[src/sv/smbm_pkg.sv]
// smbm_pkg: shared types and constants for the serial loaded bank mapper
// no dependencies; imported by the channel interfaces and the top level
`default_nettype none

package smbm_pkg;

   // spacing, in ticks, enforced between accepted writes
   localparam logic [1:0] WRITE_GAP      = 2'd3;
   // serial shifter length
   localparam logic [2:0] SHIFT_LEN      = 3'd5;
   // control register value after hard reset: 16k mode, upper window fixed
   localparam logic [4:0] CONTROL_RESET  = 5'h0C;
   localparam logic [4:0] PRG_FIXED_LAST = 5'h0F;

   localparam int unsigned CSR_ADDR_W    = 4;
   localparam int unsigned CSR_DATA_W    = 32;

   typedef enum logic [1:0] {
      FUNC_WRITE = 2'd0,
      FUNC_TICK  = 2'd1,
      FUNC_RESET = 2'd2,
      FUNC_NONE  = 2'd3
   } func_type;

   // internal register picked by address bits 14..13
   typedef enum logic [1:0] {
      SEL_CONTROL = 2'd0,
      SEL_CHR_A   = 2'd1,
      SEL_CHR_B   = 2'd2,
      SEL_PRG     = 2'd3
   } reg_sel_type;

   // configuration register indexes
   typedef enum logic [1:0] {
      CSR_PRG_HIGH_FROM_CHR = 2'd0,
      CSR_RAM_BANK_MASK     = 2'd1,
      CSR_RAM_ENABLE_USED   = 2'd2,
      CSR_RAM_OFF_AT_RESET  = 2'd3
   } csr_index_type;

   typedef struct packed {
      logic [4:0] prg_bank_low;
      logic [4:0] prg_bank_high;
      logic [4:0] chr_bank_low;
      logic [4:0] chr_bank_high;
      logic [1:0] mirroring;
      logic       ram_enabled;
      logic [1:0] ram_bank;
      logic       write_accepted;
   } result_type;

endpackage

`default_nettype wire

[src/sv/smbm_ifs.sv]
// smbm_req_if, smbm_rsp_if: valid/ready channels of the bank mapper
// depends on smbm_pkg
`default_nettype none

interface smbm_req_if import smbm_pkg::*; ();
   logic        valid;
   logic        ready;
   logic [1:0]  func;
   logic [15:0] cpu_address;
   logic [7:0]  write_data;

   modport source (output valid, output func, output cpu_address, output write_data,
                   input ready);
   modport sink   (input valid, input func, input cpu_address, input write_data,
                   output ready);
endinterface

interface smbm_rsp_if import smbm_pkg::*; ();
   logic       valid;
   logic       ready;
   logic [4:0] prg_bank_low;
   logic [4:0] prg_bank_high;
   logic [4:0] chr_bank_low;
   logic [4:0] chr_bank_high;
   logic [1:0] mirroring;
   logic       ram_enabled;
   logic [1:0] ram_bank;
   logic       write_accepted;

   modport source (output valid, output prg_bank_low, output prg_bank_high,
                   output chr_bank_low, output chr_bank_high, output mirroring,
                   output ram_enabled, output ram_bank, output write_accepted,
                   input ready);
   modport sink   (input valid, input prg_bank_low, input prg_bank_high,
                   input chr_bank_low, input chr_bank_high, input mirroring,
                   input ram_enabled, input ram_bank, input write_accepted,
                   output ready);
endinterface

`default_nettype wire

[src/sv/serial_loaded_bank_mapper_unit.sv]
// serial_loaded_bank_mapper_unit: serially loaded cartridge bank mapper
// depends on smbm_pkg and the channel interfaces in smbm_ifs.sv
//
//   channel  | direction | handshake           | carries
//   ---------+-----------+---------------------+----------------------------------
//   req_chan | in        | valid/ready         | func, cpu_address, write_data
//   rsp_chan | out       | valid/ready         | bank numbers, mirroring, ram, flag
//   csr_*    | in/out    | apb, pready tied hi | four option registers at 4*i
//
// one transaction in, one result out; the state update and the bank decode are a
// single combinational pass from the mapper registers to the result register, or to
// the skid register while a held result waits; a transaction can be taken every
// cycle while the skid register is empty
// a two-deep output (result register plus skid register) keeps req ready while one
// result waits; req ready drops only when both are full
// reset is synchronous active high and restores the mapper state and the options
`default_nettype none

module serial_loaded_bank_mapper_unit import smbm_pkg::*; (
   input  wire logic                  clock,
   input  wire logic                  reset,
   smbm_req_if.sink                   req_chan,
   smbm_rsp_if.source                 rsp_chan,
   input  wire logic                  csr_psel,
   input  wire logic                  csr_penable,
   input  wire logic                  csr_pwrite,
   input  wire logic [CSR_ADDR_W-1:0] csr_paddr,
   input  wire logic [CSR_DATA_W-1:0] csr_pwdata,
   output logic      [CSR_DATA_W-1:0] csr_prdata,
   output logic                       csr_pready
);

   // option registers
   logic       prg_high_from_chr_ff;
   logic [4:0] ram_bank_mask_ff;
   logic       ram_enable_used_ff;
   logic       ram_off_at_reset_ff;

   // mapper state
   logic [2:0] shift_count_ff,    shift_count_in;
   logic [4:0] shift_data_ff,     shift_data_in;
   logic [4:0] control_ff,        control_in;
   logic [4:0] chr_a_ff,          chr_a_in;
   logic [4:0] chr_b_ff,          chr_b_in;
   logic [4:0] prg_sel_ff,        prg_sel_in;
   logic       prg_extra_ff,      prg_extra_in;
   logic [1:0] ram_bank_ff,       ram_bank_in;
   logic       ram_enable_ff,     ram_enable_in;
   logic [1:0] gap_count_ff,      gap_count_in;

   // output register and skid stage
   logic       out_valid_ff,  out_valid_in;
   logic       skid_valid_ff, skid_valid_in;
   result_type out_ff,        out_in;
   result_type skid_ff,       skid_in;

   result_type    result;
   logic          accepted;
   logic          popped;
   logic          csr_write;
   func_type      func;
   reg_sel_type   sel;
   csr_index_type csr_index;
   logic [4:0]    load_value;
   logic [2:0]    count_next;
   logic [4:0]    prg_low_bits;
   logic [4:0]    extra_bit;
   logic          write_ok;

   assign func      = func_type'(req_chan.func);
   assign sel       = reg_sel_type'(req_chan.cpu_address[14:13]);
   assign csr_index = csr_index_type'(csr_paddr[3:2]);

   assign req_chan.ready = !skid_valid_ff;
   assign accepted       = req_chan.valid && req_chan.ready;
   assign popped         = out_valid_ff && rsp_chan.ready;

   // ---------------- configuration port ----------------
   assign csr_pready = 1'b1;
   assign csr_write  = csr_psel && csr_penable && csr_pwrite && csr_pready;

   always_ff @(posedge clock) begin
      if (reset) begin
         prg_high_from_chr_ff <= 1'b0;
         ram_bank_mask_ff     <= '0;
         ram_enable_used_ff   <= 1'b1;
         ram_off_at_reset_ff  <= 1'b0;
      end else if (csr_write) begin
         case (csr_index)
            CSR_PRG_HIGH_FROM_CHR: prg_high_from_chr_ff <= csr_pwdata[0];
            CSR_RAM_BANK_MASK:     ram_bank_mask_ff     <= csr_pwdata[4:0];
            CSR_RAM_ENABLE_USED:   ram_enable_used_ff   <= csr_pwdata[0];
            CSR_RAM_OFF_AT_RESET:  ram_off_at_reset_ff  <= csr_pwdata[0];
            default: ;
         endcase
      end
   end

   always_comb begin
      csr_prdata = '0;
      case (csr_index)
         CSR_PRG_HIGH_FROM_CHR: csr_prdata[0]   = prg_high_from_chr_ff;
         CSR_RAM_BANK_MASK:     csr_prdata[4:0] = ram_bank_mask_ff;
         CSR_RAM_ENABLE_USED:   csr_prdata[0]   = ram_enable_used_ff;
         CSR_RAM_OFF_AT_RESET:  csr_prdata[0]   = ram_off_at_reset_ff;
         default: ;
      endcase
   end

   // ---------------- mapper state update ----------------
   always_comb begin
      shift_count_in = shift_count_ff;
      shift_data_in  = shift_data_ff;
      control_in     = control_ff;
      chr_a_in       = chr_a_ff;
      chr_b_in       = chr_b_ff;
      prg_sel_in     = prg_sel_ff;
      prg_extra_in   = prg_extra_ff;
      ram_bank_in    = ram_bank_ff;
      ram_enable_in  = ram_enable_ff;
      gap_count_in   = gap_count_ff;
      write_ok       = 1'b0;
      load_value     = shift_data_ff;
      count_next     = shift_count_ff + 3'd1;

      // serial bit lands at the current shifter position
      if (req_chan.write_data[0]) begin
         case (shift_count_ff)
            3'd0:    load_value = shift_data_ff | 5'b00001;
            3'd1:    load_value = shift_data_ff | 5'b00010;
            3'd2:    load_value = shift_data_ff | 5'b00100;
            3'd3:    load_value = shift_data_ff | 5'b01000;
            3'd4:    load_value = shift_data_ff | 5'b10000;
            default: load_value = shift_data_ff;
         endcase
      end

      case (func)
         FUNC_WRITE: begin
            // writes too close to the last accepted one are dropped
            if (gap_count_ff == 2'd0) begin
               write_ok     = 1'b1;
               gap_count_in = WRITE_GAP;
               if (req_chan.write_data[7]) begin
                  // shifter reset forces 16k mode, upper window fixed
                  control_in     = control_ff | CONTROL_RESET;
                  shift_count_in = '0;
                  shift_data_in  = '0;
               end else if (count_next >= SHIFT_LEN) begin
                  shift_count_in = '0;
                  shift_data_in  = '0;
                  case (sel)
                     SEL_CONTROL: begin
                        control_in = load_value;
                        if (ram_bank_mask_ff != '0) begin
                           ram_bank_in = chr_a_ff[4:3] & ram_bank_mask_ff[4:3];
                        end
                     end
                     SEL_CHR_A, SEL_CHR_B: begin
                        if (sel == SEL_CHR_A) begin
                           chr_a_in = load_value;
                        end else begin
                           chr_b_in = load_value;
                        end
                        if (ram_bank_mask_ff != '0) begin
                           ram_bank_in = load_value[4:3] & ram_bank_mask_ff[4:3];
                        end
                        if (prg_high_from_chr_ff) begin
                           prg_extra_in = load_value[4];
                        end
                     end
                     default: begin
                        prg_sel_in = load_value;
                        if (ram_enable_used_ff) begin
                           ram_enable_in = !load_value[4];
                        end
                     end
                  endcase
               end else begin
                  shift_count_in = count_next;
                  shift_data_in  = load_value;
               end
            end
         end
         FUNC_TICK: begin
            if (gap_count_ff != 2'd0) begin
               gap_count_in = gap_count_ff - 2'd1;
            end
         end
         FUNC_RESET: begin
            // hard reset item restores the mapper state, options are kept
            shift_count_in = '0;
            shift_data_in  = '0;
            control_in     = CONTROL_RESET;
            chr_a_in       = '0;
            chr_b_in       = '0;
            prg_sel_in     = '0;
            prg_extra_in   = prg_high_from_chr_ff;
            ram_bank_in    = '0;
            ram_enable_in  = !ram_off_at_reset_ff;
            gap_count_in   = '0;
         end
         default: ;
      endcase
   end

   // ---------------- bank decode from the updated state ----------------
   assign extra_bit    = {prg_extra_in, 4'b0000};
   assign prg_low_bits = {1'b0, prg_sel_in[3:0]} | extra_bit;

   always_comb begin
      result = '0;
      if (!control_in[3]) begin
         // 32k mode: even/odd pair
         result.prg_bank_low  = {prg_low_bits[4:1], 1'b0};
         result.prg_bank_high = {prg_low_bits[4:1], 1'b1};
      end else if (control_in[2]) begin
         // switchable at 8000, last bank fixed at c000
         result.prg_bank_low  = prg_low_bits;
         result.prg_bank_high = PRG_FIXED_LAST | extra_bit;
      end else begin
         // first bank fixed at 8000, switchable at c000
         result.prg_bank_low  = extra_bit;
         result.prg_bank_high = prg_low_bits;
      end
      if (control_in[4]) begin
         result.chr_bank_low  = chr_a_in;
         result.chr_bank_high = chr_b_in;
      end else begin
         result.chr_bank_low  = {chr_a_in[4:1], 1'b0};
         result.chr_bank_high = {chr_a_in[4:1], 1'b1};
      end
      result.mirroring      = control_in[1:0];
      result.ram_enabled    = ram_enable_in;
      result.ram_bank       = ram_bank_in;
      result.write_accepted = write_ok;
   end

   always_ff @(posedge clock) begin
      if (reset) begin
         shift_count_ff <= '0;
         shift_data_ff  <= '0;
         control_ff     <= CONTROL_RESET;
         chr_a_ff       <= '0;
         chr_b_ff       <= '0;
         prg_sel_ff     <= '0;
         prg_extra_ff   <= 1'b0;
         ram_bank_ff    <= '0;
         ram_enable_ff  <= 1'b1;
         gap_count_ff   <= '0;
      end else if (accepted) begin
         shift_count_ff <= shift_count_in;
         shift_data_ff  <= shift_data_in;
         control_ff     <= control_in;
         chr_a_ff       <= chr_a_in;
         chr_b_ff       <= chr_b_in;
         prg_sel_ff     <= prg_sel_in;
         prg_extra_ff   <= prg_extra_in;
         ram_bank_ff    <= ram_bank_in;
         ram_enable_ff  <= ram_enable_in;
         gap_count_ff   <= gap_count_in;
      end
   end

   // ---------------- result register and skid stage ----------------
   always_comb begin
      out_valid_in  = out_valid_ff;
      skid_valid_in = skid_valid_ff;
      out_in        = out_ff;
      skid_in       = skid_ff;
      if (skid_valid_ff) begin
         // no transaction is taken while the skid is full
         if (popped) begin
            out_in        = skid_ff;
            skid_valid_in = 1'b0;
         end
      end else if (accepted) begin
         if (!out_valid_ff || popped) begin
            out_in       = result;
            out_valid_in = 1'b1;
         end else begin
            skid_in       = result;
            skid_valid_in = 1'b1;
         end
      end else if (popped) begin
         out_valid_in = 1'b0;
      end
   end

   always_ff @(posedge clock) begin
      if (reset) begin
         out_valid_ff  <= 1'b0;
         skid_valid_ff <= 1'b0;
      end else begin
         out_valid_ff  <= out_valid_in;
         skid_valid_ff <= skid_valid_in;
      end
      out_ff  <= out_in;
      skid_ff <= skid_in;
   end

   assign rsp_chan.valid          = out_valid_ff;
   assign rsp_chan.prg_bank_low   = out_ff.prg_bank_low;
   assign rsp_chan.prg_bank_high  = out_ff.prg_bank_high;
   assign rsp_chan.chr_bank_low   = out_ff.chr_bank_low;
   assign rsp_chan.chr_bank_high  = out_ff.chr_bank_high;
   assign rsp_chan.mirroring      = out_ff.mirroring;
   assign rsp_chan.ram_enabled    = out_ff.ram_enabled;
   assign rsp_chan.ram_bank       = out_ff.ram_bank;
   assign rsp_chan.write_accepted = out_ff.write_accepted;

endmodule

`default_nettype wire

[src/flat_wrapper.sv]
// flat-port wrapper written by rule: the top's interface ports become plain ports
module serial_loaded_bank_mapper_unit_flat import smbm_pkg::*;
  (clock, reset, csr_psel, csr_penable, csr_pwrite, csr_paddr, csr_pwdata, csr_prdata, csr_pready, req_chan_valid, req_chan_func, req_chan_cpu_address, req_chan_write_data, req_chan_ready, rsp_chan_valid, rsp_chan_prg_bank_low, rsp_chan_prg_bank_high, rsp_chan_chr_bank_low, rsp_chan_chr_bank_high, rsp_chan_mirroring, rsp_chan_ram_enabled, rsp_chan_ram_bank, rsp_chan_write_accepted, rsp_chan_ready);
  smbm_req_if req_chan_i ();
  smbm_rsp_if rsp_chan_i ();
  input  wire logic clock;
  input  wire logic reset;
  input  wire logic csr_psel;
  input  wire logic csr_penable;
  input  wire logic csr_pwrite;
  input  wire logic [CSR_ADDR_W-1:0] csr_paddr;
  input  wire logic [CSR_DATA_W-1:0] csr_pwdata;
  output logic      [CSR_DATA_W-1:0] csr_prdata;
  output logic csr_pready;
  input wire logic [$bits(req_chan_i.valid)-1:0] req_chan_valid;
  input wire logic [$bits(req_chan_i.func)-1:0] req_chan_func;
  input wire logic [$bits(req_chan_i.cpu_address)-1:0] req_chan_cpu_address;
  input wire logic [$bits(req_chan_i.write_data)-1:0] req_chan_write_data;
  output wire logic [$bits(req_chan_i.ready)-1:0] req_chan_ready;
  output wire logic [$bits(rsp_chan_i.valid)-1:0] rsp_chan_valid;
  output wire logic [$bits(rsp_chan_i.prg_bank_low)-1:0] rsp_chan_prg_bank_low;
  output wire logic [$bits(rsp_chan_i.prg_bank_high)-1:0] rsp_chan_prg_bank_high;
  output wire logic [$bits(rsp_chan_i.chr_bank_low)-1:0] rsp_chan_chr_bank_low;
  output wire logic [$bits(rsp_chan_i.chr_bank_high)-1:0] rsp_chan_chr_bank_high;
  output wire logic [$bits(rsp_chan_i.mirroring)-1:0] rsp_chan_mirroring;
  output wire logic [$bits(rsp_chan_i.ram_enabled)-1:0] rsp_chan_ram_enabled;
  output wire logic [$bits(rsp_chan_i.ram_bank)-1:0] rsp_chan_ram_bank;
  output wire logic [$bits(rsp_chan_i.write_accepted)-1:0] rsp_chan_write_accepted;
  input wire logic [$bits(rsp_chan_i.ready)-1:0] rsp_chan_ready;
  assign req_chan_i.valid = req_chan_valid;
  assign req_chan_i.func = req_chan_func;
  assign req_chan_i.cpu_address = req_chan_cpu_address;
  assign req_chan_i.write_data = req_chan_write_data;
  assign req_chan_ready = req_chan_i.ready;
  assign rsp_chan_valid = rsp_chan_i.valid;
  assign rsp_chan_prg_bank_low = rsp_chan_i.prg_bank_low;
  assign rsp_chan_prg_bank_high = rsp_chan_i.prg_bank_high;
  assign rsp_chan_chr_bank_low = rsp_chan_i.chr_bank_low;
  assign rsp_chan_chr_bank_high = rsp_chan_i.chr_bank_high;
  assign rsp_chan_mirroring = rsp_chan_i.mirroring;
  assign rsp_chan_ram_enabled = rsp_chan_i.ram_enabled;
  assign rsp_chan_ram_bank = rsp_chan_i.ram_bank;
  assign rsp_chan_write_accepted = rsp_chan_i.write_accepted;
  assign rsp_chan_i.ready = rsp_chan_ready;
  serial_loaded_bank_mapper_unit u_core (.clock(clock), .reset(reset), .req_chan(req_chan_i), .rsp_chan(rsp_chan_i), .csr_psel(csr_psel), .csr_penable(csr_penable), .csr_pwrite(csr_pwrite), .csr_paddr(csr_paddr), .csr_pwdata(csr_pwdata), .csr_prdata(csr_prdata), .csr_pready(csr_pready));
endmodule
[config.mk]
export PLATFORM = sky130hd
export DESIGN_NAME = serial_loaded_bank_mapper_unit_flat
export DESIGN_NICKNAME = d
export VERILOG_FILES = /design/src/sv/smbm_pkg.sv /design/src/sv/smbm_ifs.sv /design/src/sv/serial_loaded_bank_mapper_unit.sv /design/src/flat_wrapper.sv
export SDC_FILE = /design/constraint.sdc
export NUM_CORES = 1
export LEC_CHECK = 0
export ABC_AREA = 1
export BUFFER_PORTS_ARGS = -buffer_cell sky130_fd_sc_hd__buf_2
export CAP_MARGIN = 0
export CORE_MARGIN = 5
export CORE_UTILIZATION = 45
export CTS_CLUSTER_SIZE = 10
export DETAILED_ROUTE_END_ITERATION = 12
export GPL_ROUTABILITY_DRIVEN = 0
export PLACE_DENSITY = 0.7
export REMOVE_ABC_BUFFERS = 1
export SLEW_MARGIN = 20
export SYNTH_ARGS = -nofsm -noshare
export SYNTH_HDL_FRONTEND = slang
export SYNTH_SLANG_ARGS = --single-unit
[constraint.sdc]
create_clock -name clock -period 2.7 [get_ports clock]
set_input_delay 0 -clock clock [delete_from_list [all_inputs] [get_ports clock]]
set_output_delay 0 -clock clock [all_outputs]
set_load 0.02 [all_outputs]
==> impl_metrics.csv, run 1 <==
group,metric,value,unit
run_status,outcome,"complete, no violations",
floorplanning,die_h,115.4,um
worst_setup_path,end_kind,"flop",
synthesis,synth_mux_area_share,0,%
worst_setup_path,slowest_delay,0.37,ns
floorplanning,rows,38,
worst_setup_path,slowest_stage,"dfxtp_1",
timing,hold_viol_final,0,
synthesis,synth_top_family_by_area,"simple AND/OR/NAND/NOR gates",
timing,drv_slew,0,
worst_setup_path,cp.arrival,2.52,ns
synthesis,syn_inst,619,
synthesis,yosysTopAreaCell,"edfxtp_1",
synthesis,ys_async_sr_fraction,0,%
route,firstDrtPassIters,5,
clock_tree,clkSinkCount,93,
clock_tree,postCtsResizedCells,0,
floorplanning,dieWidth,115.4,um
placed_design,numPortBuffers,52,
global_route,antenna_found_initial,0,
global_route,grt_pass1_wl,18.03,mm
clock_tree,clock_latency,0.37,ns
floorplanning,pin_count,130,
global_route,grt_max_degree,32,
floorplanning,dieArea,13310,um^2
power_and_ir_drop,p_sw,0.7319,mW
synthesis,synth-seq-cells,93,
synthesis,ys_seq_area_share,47.28,%
layout,final_nets,753,
route,drt_iter0_markers,232,
power_and_ir_drop,power,2.764,mW
route,post_drt_via_cell_ratio,4.924,
timing,max_freq,418.3,MHz
timing,grt_setup_unrepaired,"false",
timing,clock_skew,0.01209,ns
global_route,grt_usage,16.81,%
clock_tree,clock_path_buffers,2,
synthesis,syn_area_per_cell,8.071,um^2
power_and_ir_drop,pwr-share-seq,55.7,%
worst_hold_path,holdCritPathClass,"in -> reg",
clock_tree,cts_max_level,3,
synthesis,synth_edf_count,50,
timing,worst_pin_slew,0.6638,ns
layout,diodes,0,
timing,setup_viol,0,
synthesis,synthDominantCellAreaShare,30.05,%
clock_tree,cts-root-buf,"clkbuf_8",
synthesis,netlist_area,4996,um^2
worst_setup_path,cp_data_required_time,2.83,ns
timing,period_share,88.54,%
synthesis,yosysUniqueCellTypes,39,
timing,fin_crit,2.391,ns
global_route,grt.overflow.total,0,
floorplanning,core,10840,um^2
route,wl,10.80,mm
clock_tree,cts_inserted_buffers,9,
layout,area.growth.synth_to_final,10.67,%
power_and_ir_drop,power_frac_comb,11.6,%
power_and_ir_drop,power.density,499.9,nW/um^2
worst_setup_path,crit_path_start_kind,"flop",
synthesis,synthAdderAreaFrac,2.504,%
layout,n_fill_cell,1056,
power_and_ir_drop,switching_share,26.48,%
worst_setup_path,crit_chain,"ha_1 -> ha_1 -> inv_2 -> o21ai_1 -> nand2_1 -> nand3_1 -> nand3_1 -> nand2_1 -> nand3_1 -> nand2_2 -> nand2_1 -> nand2_1",
synthesis,yosys_warnings,0,
clock_tree,clk_pin_slew,0.09,ns
timing,setup_tns,0,ns
synthesis,synth_compound_area_share,8.941,%
synthesis,synthSimpleGateAreaFrac,29.40,%
clock_tree,hold_buffers,8,
layout,drive_above_1_share,18.56,%
worst_setup_path,crit_fanout,11,
clock_tree,cts_tree,"done",
worst_setup_path,critical_path_class,"reg -> reg",
synthesis,synthFlopType,"edfxtp_1",
synthesis,synth_area_leaders,"edfxtp_1, dfxtp_1, nand2_1, nand3_1, buf_4",
power_and_ir_drop,peakVddDrop,0.0002823,V
route,ant_nets,0,
power_and_ir_drop,clkPwrFrac,32.7,%
placed_design,hpwl,7.677,mm
power_and_ir_drop,p_int,2.032,mW
global_route,grt_pass1_vias,3820,
synthesis,synth-xor-area-share,0,%
power_and_ir_drop,power.leakage,2.343,nW
route,wl_per_cell,13.19,um
route,vias,4033,
worst_setup_path,crit_top_cell,"nand2_1",
route,drc,0,
clock_tree,post-cts-setup-buffers,0,
floorplanning,initial_utilization,46.09,%
timing,relSlewSlack,55.75,%
job,maxCapViolCount,0,
power by group through the flow:
stage	Combinational [mW]	Sequential, mW	Clock [mW]
floorplan	0.166	1.61	0
global placement	0.303	1.57	0
detailed placement	0.310	1.57	0
CTS	0.320	1.54	0.925
global route	0.350	1.55	0.980
finish	0.320	1.54	0.904
layout make-up:
cell class | count | area (um^2) | share of cell area, %
Clock buffer | 11 | 131.4 | 2.376
Clock inverter | 5 | 51.30 | 0.9278
Inverter | 73 | 275.3 | 4.979
Multi-Input combinational cell | 431 | 2148 | 38.85
Sequential cell | 93 | 2362 | 42.72
Tap cell | 140 | 175.2 | 3.168
Timing Repair Buffer | 66 | 385.4 | 6.970
routing by layer:
layer	global-route usage, %	vias up	part of all wire (%)
met2	27.93	115	48
met3	3.263	13	5.7
met5	0	-	0
li1	-	2066	-
met1	22.18	1839	45
met4	5.321	0	1.2
Yosys cell counts, types with 2 or more instances:
cell        n
a21oi_1    41
dfxtp_1    43
o21ai_2     3
o21ai_0    20
o22ai_1     3
conb_1      2
clkbuf_1    9
buf_1       2
nor2_2      2
nor3_1      2
ha_1       10
and2_1      2
nand2_1   189
nand2_4     6
a31oi_1     4
nand3_2     7
inv_1      59
nand3_1    49
o21ai_1     3
inv_2      13
buf_4      31
nand2_2    11
nor2_4      4
buf_2       5
nand4_1     9
a211oi_1    2
nor2_1     27
edfxtp_1   50
flip-flops by register name, indices dropped and copies added, names as in the netlist, 2 cells and up:
signal	cells
u_core.shift_count_ff	3
u_core.prg_sel_ff	4
u_core.skid_ff	25
u_core.chr_b_ff	5
u_core.gap_count_ff	2
u_core.rsp_chan.chr_bank_high	5
u_core.control_ff	5
u_core.rsp_chan.chr_bank_low	5
u_core.rsp_chan.prg_bank_high	5
u_core.rsp_chan.prg_bank_low	4
u_core.shift_data_ff	5
u_core.chr_a_ff	5
u_core.ram_bank_ff	2
u_core.rsp_chan.mirroring	2
u_core.ram_bank_mask_ff	5
u_core.rsp_chan.ram_bank	2
worst paths after layout:
check,from,to,slack [ns],depth (start not counted)
worst max-delay path,u_core.shift_count_ff[0],u_core.rsp_chan.chr_bank_high[3],0.31,12
worst max register to register,u_core.shift_count_ff[0],u_core.rsp_chan.chr_bank_high[3],0.31,12
worst min-delay path,req_chan_write_data[7],u_core.shift_count_ff[0],0.02,4
worst min register to register,u_core.shift_data_ff[1],u_core.shift_data_ff[1],0.47,2
cells by family (layout without fill, tap and decap cells):
logic type | after synthesis | in the layout
AO/OA/AOI/OAI | 80 | 80
other | 2 | 28
adder cells (fa/ha/maj) | 10 | 10
flip-flops | 93 | 93
buffers and inverters | 121 | 155
AND/OR/NAND/NOR | 313 | 313
stage by stage:
| stage | hold slack (ns) | utilization (%) | std cells | instance area (um^2) | setup slack [ns] |
|---|---|---|---|---|---|
| 2_1_floorplan | 0.06907 | - | 597 | 4783 | -0.9366 |
| 3_3_place_gp | 0.2717 | 48.58 | 795 | 5266 | 0.4388 |
| 3_5_place_dp | 0.2848 | 48.58 | 795 | 5266 | 0.3355 |
| 4_1_cts | 0.01386 | 51.00 | 819 | 5529 | 0.3234 |
| 5_1_grt | 0.03294 | 51.00 | 819 | 5529 | 0.1078 |
| 6_report | 0.01529 | 51.00 | 819 | 5529 | 0.3095 |
placed cells by master, fill, tap and decap left out, drive strengths merged, types with 2 or more instances in the layout:
cell type    instances
nand2              206
inv                 72
buf                 58
nand3               57
edfxtp              50
dfxtp               43
a21oi               42
nor2                33
conb                28
o21ai               27
nand4               11
clkbuf              11
ha                  10
dlygate4sd3          8
a31oi                4
clkinv               4
o22ai                3
nor3                 3
and2                 2
a211oi               2
critical path, delay by kind of cell (launching register included):
| family | cells | cell delay, ns |
|---|---|---|
| compound gates | 1 | 0.11 |
| fa+ha+maj | 2 | 0.53 |
| buf+inv | 1 | 0.18 |
| flops | 1 | 0.37 |
| simple gates | 8 | 0.96 |
No activity file was read; power rests on OpenSTA's default activity.
==> run 2: changes to the inputs <==
CTS_BUF_LIST = sky130_fd_sc_hd__clkbuf_4 sky130_fd_sc_hd__clkbuf_8   (was not set)
==> run 2 against run 1 <==
  * Largest power group unchanged
  * Non-clock buffer count unchanged
  * Sequential power about the same
  * Die area unchanged
  * Largest cell class unchanged
  * Sequential share of layout area down 0.058 points
  * Count of clock-buffer cells in the layout unchanged
  * Cell area up 0.14%
==> impl_metrics.csv, run 2 (same netlist as run 1, synthesis figures left out) <==
group,metric,value,unit
run_status,outcome,"complete, no violations",
global_route,grt_pass1_vias,3809,
floorplanning,initial_utilization,46.09,%
route,vias,4043,
worst_setup_path,slowest_delay,0.37,ns
layout,layout_common_cells,"nand2_1, inv_1, buf_2",
layout,n_fill_cell,1054,
timing,setup_viol,0,
global_route,grt_pass1_wl,18.00,mm
global_route,grt.overflow.total,0,
clock_tree,hold_buffers,8,
floorplanning,dieArea,13310,um^2
global_route,grt_usage,16.78,%
layout,largest_reg_flops,25,
timing,setup_tns,0,ns
layout,drive_above_1_share,18.85,%
clock_tree,clk_pin_slew,0.09,ns
timing,hold_viol_final,0,
timing,relSlewSlack,56.23,%
power_and_ir_drop,peakVddDrop,0.0002826,V
route,drc,0,
clock_tree,cts_max_level,3,
floorplanning,rows,38,
clock_tree,clkSinkCount,93,
global_route,antenna_found_initial,0,
worst_setup_path,cp_top_family,"simple AND/OR/NAND/NOR gates",
floorplanning,pin_count,130,
worst_setup_path,critical_path_class,"reg -> reg",
timing,fin_crit,2.392,ns
route,wl,10.85,mm
timing,drv_slew,0,
timing,period_share,88.58,%
layout,regArea,2362,um^2
route,post_drt_via_cell_ratio,4.937,
worst_hold_path,holdCritPathClass,"in -> reg",
worst_setup_path,crit_chain,"ha_1 -> ha_1 -> inv_2 -> o21ai_1 -> nand2_1 -> nand3_1 -> nand3_1 -> nand2_1 -> nand3_1 -> nand2_2 -> nand2_1 -> nand2_1",
clock_tree,cts_tree,"done",
timing,grt_setup_unrepaired,"false",
placed_design,numPortBuffers,52,
timing,whs,0.01677,ns
layout,multiInputGateArea,2148,um^2
floorplanning,dieWidth,115.4,um
clock_tree,clock_path_buffers,2,
clock_tree,postCtsResizedCells,0,
layout,largest-register,"u_core.skid_ff",
layout,area.growth.synth_to_final,10.82,%
floorplanning,die_h,115.4,um
route,wl_per_cell,13.24,um
layout,layout_commonest_cell,"nand2_1",
worst_setup_path,cp.arrival,2.52,ns
worst_setup_path,end_kind,"flop",
worst_setup_path,crit_top_cell,"nand2_1",
layout,diodes,0,
clock_tree,cts-root-buf,"clkbuf_8",
clock_tree,cts_inserted_buffers,9,
route,firstDrtPassIters,6,
global_route,grt_max_degree,32,
power_and_ir_drop,power,2.782,mW
power_and_ir_drop,power.leakage,2.350,nW
worst_setup_path,cp_data_required_time,2.83,ns
timing,clock_skew,0.01006,ns
worst_setup_path,crit_path_start_kind,"flop",
power_and_ir_drop,clkPwrFrac,33.1,%
placed_design,place_inst,795,
power_and_ir_drop,power_frac_comb,11.5,%
timing,worst_pin_slew,0.6566,ns
placed_design,hpwl,7.677,mm
route,drt_iter0_markers,242,
worst_setup_path,crit_fanout,11,
power_and_ir_drop,power.density,502.4,nW/um^2
layout,fin_cells,819,
worst_setup_path,slowest_stage,"dfxtp_1",
power_and_ir_drop,p_sw,0.7294,mW
job,maxCapViolCount,0,
layout,final_nets,753,
timing,max_freq,418.1,MHz
worst_setup_path,crit_buf_inv,1,
clock_tree,clock_latency,0.37,ns
power_and_ir_drop,switching_share,26.22,%
power_and_ir_drop,p_int,2.052,mW
layout,final_util,51.07,%
floorplanning,core,10840,um^2
clock_tree,post-cts-setup-buffers,0,
route,ant_nets,0,
power_and_ir_drop,pwr-share-seq,55.4,%
run 2: changes by cell type in the layout (fill, tap and decap cells not counted):
cell / previous run / this run
clkbuf_4: 0 / 2
clkbuf_1: 2 / 0
run 2: metrics by stage:
| step | cell area [um^2] | worst slack (ns) |
|---|---|---|
| 6_report | 5537 | 0.3083 |
| 5_1_grt | 5537 | 0.1080 |
| 4_1_cts | 5537 | 0.3246 |
| 3_5_place_dp | 5266 | 0.3355 |
| 3_3_place_gp | 5266 | 0.4388 |
| 2_1_floorplan | 4783 | -0.9366 |
run 2: power by group through the flow:
stage / Sequential [mW] / Combinational (mW) / Clock, mW
2_1_floorplan: 1.61 / 0.166 / 0
4_1_cts: 1.54 / 0.320 / 0.946
3_5_place_dp: 1.57 / 0.310 / 0
3_3_place_gp: 1.57 / 0.303 / 0
6_report: 1.54 / 0.320 / 0.922
5_1_grt: 1.55 / 0.350 / 1.00
run 2: area by class of cell:
class,instances,area share (%)
Clock buffer,11,2.508
Clock inverter,5,0.9266
Inverter,73,4.972
Multi-Input combinational cell,431,38.80
Sequential cell,93,42.67
Tap cell,140,3.164
Timing Repair Buffer,66,6.960
run 2: tightest hold or removal path, delay by kind of cell:
family / cells / cell delay (ns)
AO/OA/AOI/OAI: 1 / 0.07
buffers and inverters: 1 / 0.12
AND/OR/NAND/NOR: 2 / 0.14
run 2: worst paths after layout:
| path | from | to | slack (ns) | depth (start not counted) |
|---|---|---|---|---|
| hold reg to reg | u_core.shift_data_ff[1] | u_core.shift_data_ff[1] | 0.47 | 2 |
| setup reg to reg | u_core.shift_count_ff[0] | u_core.rsp_chan.chr_bank_high[3] | 0.31 | 12 |
| hold / removal | req_chan_write_data[7] | u_core.shift_count_ff[0] | 0.02 | 4 |
| setup / recovery | u_core.shift_count_ff[0] | u_core.rsp_chan.chr_bank_high[3] | 0.31 | 12 |
run 2: layer usage:
layer / track usage (%) / up-vias / wire [um]
met1: 22.18 / 1844 / 4902
met2: 27.82 / 121 / 5171
li1: - / 2065 / -
met5: 0 / - / 0
met4: 5.321 / 0 / 130
met3: 3.263 / 13 / 642
==> run 3: changes to the inputs <==
CORE_MARGIN = not set   (was 5)
==> run 3 against run 2 <==
  * Total power grew 3.7%
  * Sequential power is essentially flat
  * Largest cell class unchanged
  * First-iteration DRC count shrank 18%
  * Critical path depth is the same
  * Clock power grew 11%
  * Via count shrank 0.12%
  * Largest power group unchanged
  * Flip-flop and latch count is the same
==> impl_metrics.csv, run 3 (same netlist as run 1, synthesis figures left out) <==
group,metric,value,unit
timing,fin_crit,2.346,ns
timing,relSlewSlack,57.08,%
timing,drv_slew,0,
global_route,grt_pass1_wl,17.57,mm
route,wl,10.39,mm
power_and_ir_drop,power,2.884,mW
route,firstDrtPassIters,5,
clock_tree,clock_latency,0.37,ns
timing,clock_skew,0.01199,ns
floorplanning,core,10840,um^2
layout,final_util,51.41,%
power_and_ir_drop,power.density,517.4,nW/um^2
layout,multiInputGateArea,2148,um^2
layout,largest-register,"u_core.skid_ff",
global_route,grt_usage,19.48,%
layout,drive_above_1_share,18.97,%
worst_setup_path,crit_chain,"ha_1 -> ha_1 -> inv_2 -> o21ai_1 -> nand2_1 -> nand3_1 -> nand3_1 -> nand2_1 -> nand3_1 -> nand2_2 -> nand2_1 -> nand2_1",
clock_tree,cts_max_level,3,
layout,final_nets,754,
layout,regArea,2362,um^2
layout,layout_commonest_cell,"nand2_1",
power_and_ir_drop,peakVddDrop,0.0002459,V
worst_setup_path,slowest_stage,"dfxtp_1",
clock_tree,postCtsResizedCells,0,
layout,layout_common_cells,"nand2_1, inv_1, buf_2",
clock_tree,post-cts-setup-buffers,0,
route,drc,0,
floorplanning,die_h,107.4,um
global_route,antenna_found_initial,0,
global_route,grt_max_degree,32,
timing,hold_viol_final,0,
floorplanning,rows,38,
floorplanning,dieWidth,107.4,um
worst_setup_path,cp.arrival,2.48,ns
worst_setup_path,crit_fanout,11,
floorplanning,dieArea,11530,um^2
timing,period_share,86.90,%
worst_hold_path,holdCritPathClass,"in -> reg",
worst_setup_path,critical_path_class,"reg -> reg",
layout,area.growth.synth_to_final,11.55,%
placed_design,numPortBuffers,52,
timing,setup_viol,0,
clock_tree,clock_path_buffers,2,
clock_tree,hold_buffers,8,
placed_design,hpwl,7.292,mm
layout,largest_reg_flops,25,
route,wl_per_cell,12.67,um
route,vias,4038,
clock_tree,cts_tree,"done",
floorplanning,pin_count,130,
clock_tree,clkSinkCount,93,
timing,whs,0.03201,ns
route,drt_iter0_markers,199,
route,ant_nets,0,
timing,setup_tns,0,ns
layout,diodes,0,
worst_setup_path,slowest_delay,0.36,ns
placed_design,place_area,5274,um^2
job,maxCapViolCount,0,
clock_tree,cts-root-buf,"clkbuf_8",
worst_setup_path,end_kind,"flop",
timing,worst_pin_slew,0.6438,ns
layout,stdcell_area,5573,um^2
worst_setup_path,cp_data_required_time,2.83,ns
worst_setup_path,crit_top_cell,"nand2_1",
global_route,grt_pass1_vias,3684,
clock_tree,clk_pin_slew,0.08,ns
timing,grt_setup_unrepaired,"false",
global_route,grt.overflow.total,0,
floorplanning,initial_utilization,46.09,%
power_and_ir_drop,power.leakage,2.372,nW
worst_setup_path,crit_path_start_kind,"flop",
timing,max_freq,426.2,MHz
clock_tree,cts_inserted_buffers,9,
route,post_drt_via_cell_ratio,4.924,
run_status,outcome,"complete, no violations",
layout,n_fill_cell,1035,
==> run 3: cell types whose count changed in the layout (fill, tap and decap cells not counted), sizes merged <==
cell,change
bufinv,+1
buf,+1
clkinvlp,-1
==> run 3: report_power, final <==
part	internal [mW]	total, mW	leakage, nW	switching (mW)
Combinational	0.0828	0.320	1.45	0.238
Clock	0.551	1.02	0.114	0.472
Sequential	1.53	1.54	0.812	0.0125
Total	2.16	2.88	2.37	0.722
==> run 3: per-stage QoR <==
step	std cells	setup WS (ns)
final	820	0.3538
after global routing	820	0.1484
after CTS	820	0.3837
after detailed placement	796	0.3977
after global placement	796	0.4315
after floorplan	597	-0.9366
==> run 3: worst paths after layout <==
| path | start | to | slack (ns) | cells after the start |
|---|---|---|---|---|
| setup / recovery | u_core.shift_count_ff[0] | u_core.rsp_chan.chr_bank_high[4] | 0.35 | 12 |
| hold reg to reg | u_core.shift_data_ff[2] | u_core.shift_data_ff[2] | 0.47 | 2 |
| setup reg to reg | u_core.shift_count_ff[0] | u_core.rsp_chan.chr_bank_high[4] | 0.35 | 12 |
| hold / removal | req_chan_write_data[7] | u_core.shift_count_ff[0] | 0.03 | 4 |
==> run 3: final cells by class <==
cell class | instances | area share, %
clock inverter | 5 | 1.325
sequential | 93 | 42.39
timing repair buffer | 67 | 7.050
inverter | 73 | 4.939
tap | 140 | 3.143
multi-input combinational | 431 | 38.55
clock buffer | 11 | 2.604
==> run 3: critical path, delay by kind of cell, from the launching register on <==
family                   cells  cell delay (ns)
AND/OR/NAND/NOR              8             0.97
AO/OA/AOI/OAI                1             0.10
adder cells (fa/ha/maj)      2             0.52
flip-flops                   1             0.36
buffers and inverters        1             0.18
==> run 3: per-layer routing <==
| metal | part of all wire, % | up-vias | routed length (um) | track usage [%] |
|---|---|---|---|---|
| met2 | 46 | 139 | 4811 | 32.58 |
| met5 | 0 | - | 0 | 0 |
| li1 | - | 2068 | - | - |
| met3 | 5.4 | 12 | 557 | 3.511 |
| met1 | 47 | 1819 | 4843 | 24.96 |
| met4 | 1.7 | 0 | 181 | 7.632 |
